==> src/rtl/srgbxyz_pkg.sv <==
// shared types, matrix constants and the linearization table function
package srgbxyz_pkg;

    localparam int CODE_W  = 8;
    localparam int OUT_W   = 15;
    localparam int COEF_W  = 23;
    localparam int NUM_CH  = 3;
    localparam int TAB_LEN = 256;

    localparam logic [OUT_W-1:0] SAT_OUT = 15'h7fff;

    // matrix coefficients in q16, pre-scaled by 100
    localparam logic [COEF_W-1:0] COEF100 [NUM_CH][NUM_CH] = '{
        '{23'd2702700, 23'd2343600, 23'd1182900},
        '{23'd1393300, 23'd4687100, 23'd473200},
        '{23'd126500,  23'd781200,  23'd6229200}
    };

    typedef struct packed {
        logic [CODE_W-1:0] red;
        logic [CODE_W-1:0] green;
        logic [CODE_W-1:0] blue;
    } pixel_t;

    typedef struct packed {
        logic [OUT_W-1:0] x_out;
        logic [OUT_W-1:0] y_out;
        logic [OUT_W-1:0] z_out;
    } xyz_t;

    // (x * y) >> 63
    function automatic logic [63:0] mul_q63(input logic [63:0] x, input logic [63:0] y);
        logic [127:0] p;
        p = {64'd0, x} * {64'd0, y};
        return p[126:63];
    endfunction

    // a / b in q63, a <= b
    function automatic logic [63:0] div_q63(input logic [63:0] a, input logic [63:0] b);
        logic [63:0] q;
        logic [63:0] r;
        q = 64'd0;
        r = a;
        if (r >= b)
        begin
            q = 64'd1;
            r = r - b;
        end
        for (int i = 0; i < 63; i++)
        begin
            r = r << 1;
            q = q << 1;
            if (r >= b)
            begin
                r = r - b;
                q = q | 64'd1;
            end
        end
        return q;
    endfunction

    function automatic logic [63:0] pow5_q63(input logic [63:0] m);
        logic [63:0] m2;
        m2 = mul_q63(m, m);
        return mul_q63(mul_q63(m2, m2), m);
    endfunction

    // round(lin(v) * 2^lb), saturated below 2^lb
    function automatic logic [63:0] lin_entry(input int unsigned v, input int unsigned lb);
        logic [63:0] full;
        logic [63:0] t;
        logic [63:0] t2;
        logic [63:0] t4;
        logic [63:0] t12;
        logic [63:0] lo;
        logic [63:0] hi;
        logic [63:0] mid;
        logic [63:0] m;
        logic [63:0] res;
        full = 64'd1 << lb;
        if (v <= 10)
        begin
            res = (64'(10 * v) * full + 64'd16473) / 64'd32946;
        end
        else if (v >= 255)
        begin
            res = full - 64'd1;
        end
        else
        begin
            t   = div_q63(64'(1000 * v + 14025), 64'd269025);
            t2  = mul_q63(t, t);
            t4  = mul_q63(t2, t2);
            t12 = mul_q63(mul_q63(t4, t4), t4);
            lo  = 64'd0;
            hi  = full;
            for (int i = 0; i < 32; i++)
            begin
                if (lo < hi)
                begin
                    mid = (lo + hi) >> 1;
                    m   = ((mid << 1) + 64'd1) << (62 - lb);
                    if (pow5_q63(m) > t12)
                        hi = mid;
                    else
                        lo = mid + 64'd1;
                end
            end
            res = (lo >= full) ? full - 64'd1 : lo;
        end
        return res;
    endfunction

endpackage

==> src/rtl/srgbxyz_linearize.sv <==
// stage 1: per-channel gamma expansion through constant lookup tables
module srgbxyz_linearize
    import srgbxyz_pkg::*;
#(
    parameter int LINEAR_BITS = 16
)
(
    input  logic                   clk,
    input  logic                   rst_n,
    input  logic                   in_valid,
    output logic                   in_ready,
    input  pixel_t                 pix,
    output logic                   out_valid,
    input  logic                   out_ready,
    output logic [LINEAR_BITS-1:0] lin [NUM_CH]
);

    logic [LINEAR_BITS-1:0] lin_rom [TAB_LEN];
    logic                   valid_reg;
    logic [LINEAR_BITS-1:0] lin_reg [NUM_CH];
    logic [LINEAR_BITS-1:0] lin_next [NUM_CH];

    for (genvar g = 0; g < TAB_LEN; g++)
    begin : g_rom
        localparam logic [63:0] ENTRY = lin_entry(g, LINEAR_BITS);
        assign lin_rom[g] = ENTRY[LINEAR_BITS-1:0];
    end

    assign in_ready = !valid_reg || out_ready;

    always_comb
    begin
        lin_next[0] = lin_rom[pix.red];
        lin_next[1] = lin_rom[pix.green];
        lin_next[2] = lin_rom[pix.blue];
    end

    always_ff @(posedge clk or negedge rst_n)
    begin
        if (!rst_n)
            valid_reg <= 1'b0;
        else if (in_ready)
            valid_reg <= in_valid;
    end

    always_ff @(posedge clk)
    begin
        if (in_ready && in_valid)
            lin_reg <= lin_next;
    end

    assign out_valid = valid_reg;
    assign lin       = lin_reg;

endmodule

==> src/rtl/srgbxyz_matrix.sv <==
// stages 2 and 3: 3x3 coefficient products, then row sums
module srgbxyz_matrix
    import srgbxyz_pkg::*;
#(
    parameter int LINEAR_BITS = 16
)
(
    input  logic                              clk,
    input  logic                              rst_n,
    input  logic                              in_valid,
    output logic                              in_ready,
    input  logic [LINEAR_BITS-1:0]            lin [NUM_CH],
    output logic                              out_valid,
    input  logic                              out_ready,
    output logic [COEF_W+LINEAR_BITS+1:0]     sum [NUM_CH]
);

    localparam int PW = COEF_W + LINEAR_BITS;
    localparam int SW = PW + 2;

    logic          prod_valid_reg;
    logic          sum_valid_reg;
    logic          prod_ld;
    logic          sum_ld;
    logic [PW-1:0] prod_reg  [NUM_CH][NUM_CH];
    logic [PW-1:0] prod_next [NUM_CH][NUM_CH];
    logic [SW-1:0] sum_reg   [NUM_CH];
    logic [SW-1:0] sum_next  [NUM_CH];

    assign sum_ld   = !sum_valid_reg || out_ready;
    assign prod_ld  = !prod_valid_reg || sum_ld;
    assign in_ready = prod_ld;

    always_comb
    begin
        for (int r = 0; r < NUM_CH; r++)
        begin
            for (int c = 0; c < NUM_CH; c++)
                prod_next[r][c] = PW'(COEF100[r][c]) * PW'(lin[c]);
        end
    end

    always_comb
    begin
        for (int r = 0; r < NUM_CH; r++)
            sum_next[r] = SW'(prod_reg[r][0]) + SW'(prod_reg[r][1]) + SW'(prod_reg[r][2]);
    end

    always_ff @(posedge clk or negedge rst_n)
    begin
        if (!rst_n)
        begin
            prod_valid_reg <= 1'b0;
            sum_valid_reg  <= 1'b0;
        end
        else
        begin
            if (prod_ld)
                prod_valid_reg <= in_valid;
            if (sum_ld)
                sum_valid_reg <= prod_valid_reg;
        end
    end

    always_ff @(posedge clk)
    begin
        if (prod_ld && in_valid)
            prod_reg <= prod_next;
        if (sum_ld && prod_valid_reg)
            sum_reg <= sum_next;
    end

    assign out_valid = sum_valid_reg;
    assign sum       = sum_reg;

endmodule

==> src/rtl/srgbxyz_scale.sv <==
// stage 4: round to output units, saturate, output register
module srgbxyz_scale
    import srgbxyz_pkg::*;
#(
    parameter int LINEAR_BITS   = 16,
    parameter int OUT_FRAC_BITS = 8
)
(
    input  logic                          clk,
    input  logic                          rst_n,
    input  logic                          in_valid,
    output logic                          in_ready,
    input  logic [COEF_W+LINEAR_BITS+1:0] sum [NUM_CH],
    output logic                          out_valid,
    input  logic                          out_stall,
    output xyz_t                          out_word
);

    localparam int SW = COEF_W + LINEAR_BITS + 2;
    localparam int RW = SW + OUT_FRAC_BITS + 1;
    localparam int SH = 16 + LINEAR_BITS;

    logic             valid_reg;
    xyz_t             word_reg;
    xyz_t             word_next;
    logic [OUT_W-1:0] res [NUM_CH];

    always_comb
    begin
        logic [RW-1:0] scaled;
        logic [RW-1:0] q;
        for (int r = 0; r < NUM_CH; r++)
        begin
            scaled = (RW'(sum[r]) << OUT_FRAC_BITS) + (RW'(1) << (15 + LINEAR_BITS));
            q      = scaled >> SH;
            res[r] = (q > RW'(SAT_OUT)) ? SAT_OUT : q[OUT_W-1:0];
        end
        word_next.x_out = res[0];
        word_next.y_out = res[1];
        word_next.z_out = res[2];
    end

    assign in_ready = !valid_reg || !out_stall;

    always_ff @(posedge clk or negedge rst_n)
    begin
        if (!rst_n)
            valid_reg <= 1'b0;
        else if (in_ready)
            valid_reg <= in_valid;
    end

    always_ff @(posedge clk)
    begin
        if (in_ready && in_valid)
            word_reg <= word_next;
    end

    assign out_valid = valid_reg;
    assign out_word  = word_reg;

endmodule

==> src/rtl/srgb_to_xyz_pixel_converter.sv <==
// srgb to cie xyz (d65) converter top level: four-stage pipeline
// an accepted pixel word passes the linearize, product, row-sum and output registers in that order
// throughput: one word per cycle while xyz_stall is low; each stage holds its word under stall
// pix_stall rises only when all four stages hold a word and the output is stalled
// reset clears all stage valid bits; the gamma tables are built at elaboration
module srgb_to_xyz_pixel_converter
    import srgbxyz_pkg::*;
#(
    parameter int LINEAR_BITS   = 16,
    parameter int OUT_FRAC_BITS = 8
)
(
    input  logic   clk,
    input  logic   rst_n,
    input  logic   pix_valid,
    output logic   pix_stall,
    input  pixel_t pix,
    output logic   xyz_valid,
    input  logic   xyz_stall,
    output xyz_t   xyz
);

    logic                          lin_valid;
    logic                          lin_ready;
    logic                          pix_ready;
    logic                          sum_valid;
    logic                          sum_ready;
    logic [LINEAR_BITS-1:0]        lin [NUM_CH];
    logic [COEF_W+LINEAR_BITS+1:0] sum [NUM_CH];

    srgbxyz_linearize #(
        .LINEAR_BITS (LINEAR_BITS)
    ) u_linearize (
        .clk       (clk),
        .rst_n     (rst_n),
        .in_valid  (pix_valid),
        .in_ready  (pix_ready),
        .pix       (pix),
        .out_valid (lin_valid),
        .out_ready (lin_ready),
        .lin       (lin)
    );

    srgbxyz_matrix #(
        .LINEAR_BITS (LINEAR_BITS)
    ) u_matrix (
        .clk       (clk),
        .rst_n     (rst_n),
        .in_valid  (lin_valid),
        .in_ready  (lin_ready),
        .lin       (lin),
        .out_valid (sum_valid),
        .out_ready (sum_ready),
        .sum       (sum)
    );

    srgbxyz_scale #(
        .LINEAR_BITS   (LINEAR_BITS),
        .OUT_FRAC_BITS (OUT_FRAC_BITS)
    ) u_scale (
        .clk       (clk),
        .rst_n     (rst_n),
        .in_valid  (sum_valid),
        .in_ready  (sum_ready),
        .sum       (sum),
        .out_valid (xyz_valid),
        .out_stall (xyz_stall),
        .out_word  (xyz)
    );

    assign pix_stall = !pix_ready;

    // input stalls only when the whole pipeline is full
    a_stall_full: assert property (@(posedge clk) disable iff (!rst_n)
        pix_stall |-> (lin_valid && sum_valid && xyz_valid && xyz_stall))
        else $error("input stalled with a bubble in the pipeline");

    // a summed word moves into an empty output register
    a_out_fill: assert property (@(posedge clk) disable iff (!rst_n)
        (sum_valid && !xyz_valid) |=> xyz_valid)
        else $error("output register failed to take a waiting word");

    // luminance never exceeds the white point
    a_y_bound: assert property (@(posedge clk) disable iff (!rst_n)
        xyz_valid |-> ({17'd0, xyz.y_out} <= (32'd100 << OUT_FRAC_BITS)))
        else $error("y above white level");

endmodule

==> config.mk <==
export PLATFORM = sky130hd
export DESIGN_NAME = srgb_to_xyz_pixel_converter
export DESIGN_NICKNAME = d
export VERILOG_FILES = /design/src/rtl/srgbxyz_pkg.sv /design/src/rtl/srgbxyz_linearize.sv /design/src/rtl/srgbxyz_matrix.sv /design/src/rtl/srgbxyz_scale.sv /design/src/rtl/srgb_to_xyz_pixel_converter.sv
export SDC_FILE = /design/constraint.sdc
export NUM_CORES = 2
export LEC_CHECK = 0
export ABC_CLOCK_PERIOD_IN_PS = 8600
export BUFFER_PORTS_ARGS = -buffer_cell sky130_fd_sc_hd__buf_2
export CAP_MARGIN = 20
export CORE_MARGIN = 5
export CORE_UTILIZATION = 40
export DETAILED_ROUTE_END_ITERATION = 6
export HOLD_SLACK_MARGIN = 0.03
export SETUP_SLACK_MARGIN = 0.2
export SYNTH_ARGS = -nofsm -noshare
export SYNTH_HDL_FRONTEND = slang
export SYNTH_SLANG_ARGS = --single-unit
==> constraint.sdc <==
create_clock -name clk -period 8.6 [get_ports clk]
set_input_delay 0.86 -clock clk [delete_from_list [all_inputs] [get_ports clk]]
set_output_delay 0.86 -clock clk [all_outputs]
set_load 0.05 [all_outputs]
==> run_results.csv <==
group,metric,value,unit
timing,hold_violations,0,
placed_design,pre_cts_ws,1.36,ns
floorplan,fp-row-count,158,
routing,num_vias,60800,
placed_design,place_congestion,0.993,
critical_path,cp.arrival,7.66,ns
logic_synthesis,yosysUniqueCellTypes,97,
clocking,ctsResizeCount,0,
timing,post-route-period-util,0.842,
global_route,grt_antenna_before_repair,17,
critical_path,criticalPathCategory,"flop to flop",
worst_hold_path,hold_path_startpoint,"pix_valid",
logic_synthesis,yosys_warnings,0,
critical_path,endpoint_kind,"flop",
clocking,clock_latency,0.68,ns
critical_path,slowest_delay,0.79,ns
run,maxCapViolCount,0,
floorplan,core,186000,sq um
global_route,grt_pass1_wl,379000,microns
clocking,cts_buffers,56,
global_route,grtUsageTotal,0.250,
timing,timing.setup.tns,0,ns
timing,fin_crit,7.24,ns
timing,rsz0062_at_grt,"no",
logic_synthesis,syn_avg_cell_area,9.24,sq um
timing,tightest_slew,1.37,ns
clocking,cts_tree,"yes",
critical_path,r2r-start,"u_linearize.lin[30]$_SDFFCE_PN0P_",
routing,first_pass_iters,6,
routing,antenna_left,0,
routing,wl_per_cell,23.8,microns
final_layout,largest_register_ffs,294,
logic_synthesis,synthCells,8093,
logic_synthesis,synthesis.nets,10200,
floorplan,die-area,196000,sq um
critical_path,crit_path_frequent_cell,"fa_1",
logic_synthesis,ys_async_sr_fraction,0.00903,
clocking,root_buffer,"clkbuf_16",
timing,max_freq,0.138,GHz
timing,finalMaxSlewViolations,0,
clocking,clk_path_buf_depth,3,
routing,wl,251000,microns
routing,vias_per_cell,5.76,
timing,slew_headroom,0.0818,
timing,setup_slack,1.36,ns
global_route,grt_overflow_total,0,
clocking,path_clk_slew,0.07,ns
routing,drtIter0Drc,5968,
critical_path,cp.required,9.01,ns
clocking,cts_setup_buffers,0,
final_layout,fin_nets,10100,
placed_design,place_hpwl,201000,microns
floorplan,start_util,0.403,
timing,holdWs,0.443,ns
outcome,outcome,"complete, no violations",
global_route,grt_max_degree,147,
critical_path,crit_chain,"inv_1, fa_1, inv_1, fa_1, inv_1, fa_1, fa_1, fa_1, fa_1, inv_1, ha_1, and3_1, and3_1, nand3_1, o211a_1, o21ai_1, a221o_1, a41o_1, nand2b_1, a31oi_1, o21ai_0, xor2_1",
timing,setup_viol,0,
final_layout,syn2layout_area_growth,6.61,%
critical_path,critPathLaunch,"u_linearize.lin[30]$_SDFFCE_PN0P_",
floorplan,die_h,442,microns
final_layout,design_area,79700,sq um
routing,drc_errors,0,
final_layout,drive_gt1_frac,0.0436,
logic_synthesis,synth_area,74700,sq um
placed_design,port_buffers,74,
critical_path,critPathSlowestCell,"fa_1",
global_route,grt_pass1_vias,61200,
clocking,htree_levels,2,
worst_hold_path,hp-class,"input port to flop",
placed_design,dpl_cell_area,77800,sq um
floorplan,ios,75,
logic_synthesis,synth_ff_type,"edfxtp_1",
clocking,ctsHoldBuffers,1,
critical_path,cp_max_fo,8,
floorplan,die_w,442,microns
clocking,cts_sinks,443,
logic_synthesis,synth-seq-cells,443,
critical_path,start_kind,"flop",
timing,clock-skew-final,0.0532,ns
logic_synthesis,synth-edff-count,439,
logic_synthesis,ys_seq_area_frac,0.178,
[cells in the final DEF (no fill, tap or decap), types with 96 or more instances in the layout]
master and n:
o21ai_0 462, xnor2_1 276, nand3_1 137, fa_1 740, nor2_1 497, buf_4 96, nor3_1 143, inv_1 1202
ha_1 1322, a21o_1 168, a21oi_1 595, nand2_1 493, xor2_1 125, a211oi_1 109, edfxtp_1 439
[per-stage QoR]
stage	cells	utilization
after floorplan	8093	-
after global placement	10400	0.419
after detailed placement	10400	0.419
after CTS	10500	0.429
after global routing	10500	0.429
final	10600	0.429
[area by class of cell]
| type | count | area (sq um) |
|---|---|---|
| fill | 18100 | 106000 |
| multi-input combinational | 6142 | 55800 |
| sequential | 443 | 13300 |
| inverter | 1214 | 4560 |
| tap | 2480 | 3100 |
| clock buffer | 66 | 1460 |
| timing repair buffer | 164 | 1080 |
| clock inverter | 36 | 362 |
| antenna | 6 | 15.0 |
[cells in the mapped netlist (all sizes together) (16+ instances only)]
library cell | count | share of area
a211oi | 111 | 0.011
a31oi | 98 | 0.0085
buf | 61 | 0.0031
nor3 | 144 | 0.0097
o211ai | 79 | 0.0079
a311oi | 47 | 0.0055
and3 | 51 | 0.0043
o311a | 16 | 0.0021
nor2 | 498 | 0.025
nor2b | 73 | 0.0061
inv | 1205 | 0.061
o22ai | 32 | 0.0027
or3 | 19 | 0.0016
o31ai | 37 | 0.0037
a21oi | 598 | 0.040
o2111ai | 16 | 0.0019
clkbuf | 233 | 0.012
nand4 | 39 | 0.0033
o311ai | 22 | 0.0026
and2 | 28 | 0.0024
nand2 | 493 | 0.025
ha | 1322 | 0.22
o21ai | 481 | 0.032
edfxtp | 439 | 0.18
or2 | 23 | 0.0019
nand2b | 70 | 0.0060
o21bai | 54 | 0.0054
mux4 | 23 | 0.0069
xnor2 | 276 | 0.032
a21o | 168 | 0.017
a221oi | 31 | 0.0039
o21a | 73 | 0.0074
xor2 | 125 | 0.015
nand3 | 137 | 0.0092
fa | 740 | 0.20
[critical path, delay by kind of cell (launching register included)]
kind / cells / cell delay [ns]
buffers and inverters: 4 / 0.50
AND/OR/NAND/NOR: 4 / 0.67
adder cells (fa/ha/maj): 7 / 3.76
AO/OA/AOI/OAI: 6 / 1.30
flip-flops: 1 / 0.61
XOR/XNOR: 1 / 0.16
[layer usage]
metal,share of wire,vias to the layer above,global-route usage
met1,0.44,29900,0.346
met2,0.45,2351,0.397
met3,0.074,425,0.0392
met4,0.041,4,0.0872
met5,0.00011,-,0
li1,-,28100,-
[worst paths after layout]
path	to	cells past startpoint	slack [ns]
worst max-delay path	u_matrix.prod_reg[193]$_DFFE_PP_	22	1.36
worst min-delay path	u_linearize.out_valid$_DFFE_PN0N_	2	0.44
worst max register to register	u_matrix.prod_reg[193]$_DFFE_PP_	22	1.36
worst min register to register	u_scale.out_valid$_DFFE_PN0P_	1	0.48
max in group asynchronous	u_linearize.out_valid$_DFFE_PN0N_	2	7.93
min in group asynchronous	u_scale.out_valid$_DFFE_PN0P_	2	0.55
[logic make-up after synthesis]
| family | count (synthesis) | share of synthesized area |
|---|---|---|
| fa+ha+maj | 2063 | 0.420 |
| compound gates | 2026 | 0.173 |
| simple gates | 1617 | 0.0986 |
| buf+inv | 1508 | 0.0757 |
| flops | 443 | 0.178 |
| xor+xnor | 401 | 0.0470 |
| mux | 34 | 0.00847 |
| other cells | 1 | 0.0000502 |
Power is not shown: default switching activity piles up to over one toggle a cycle in this logic, so the estimate is an artifact.
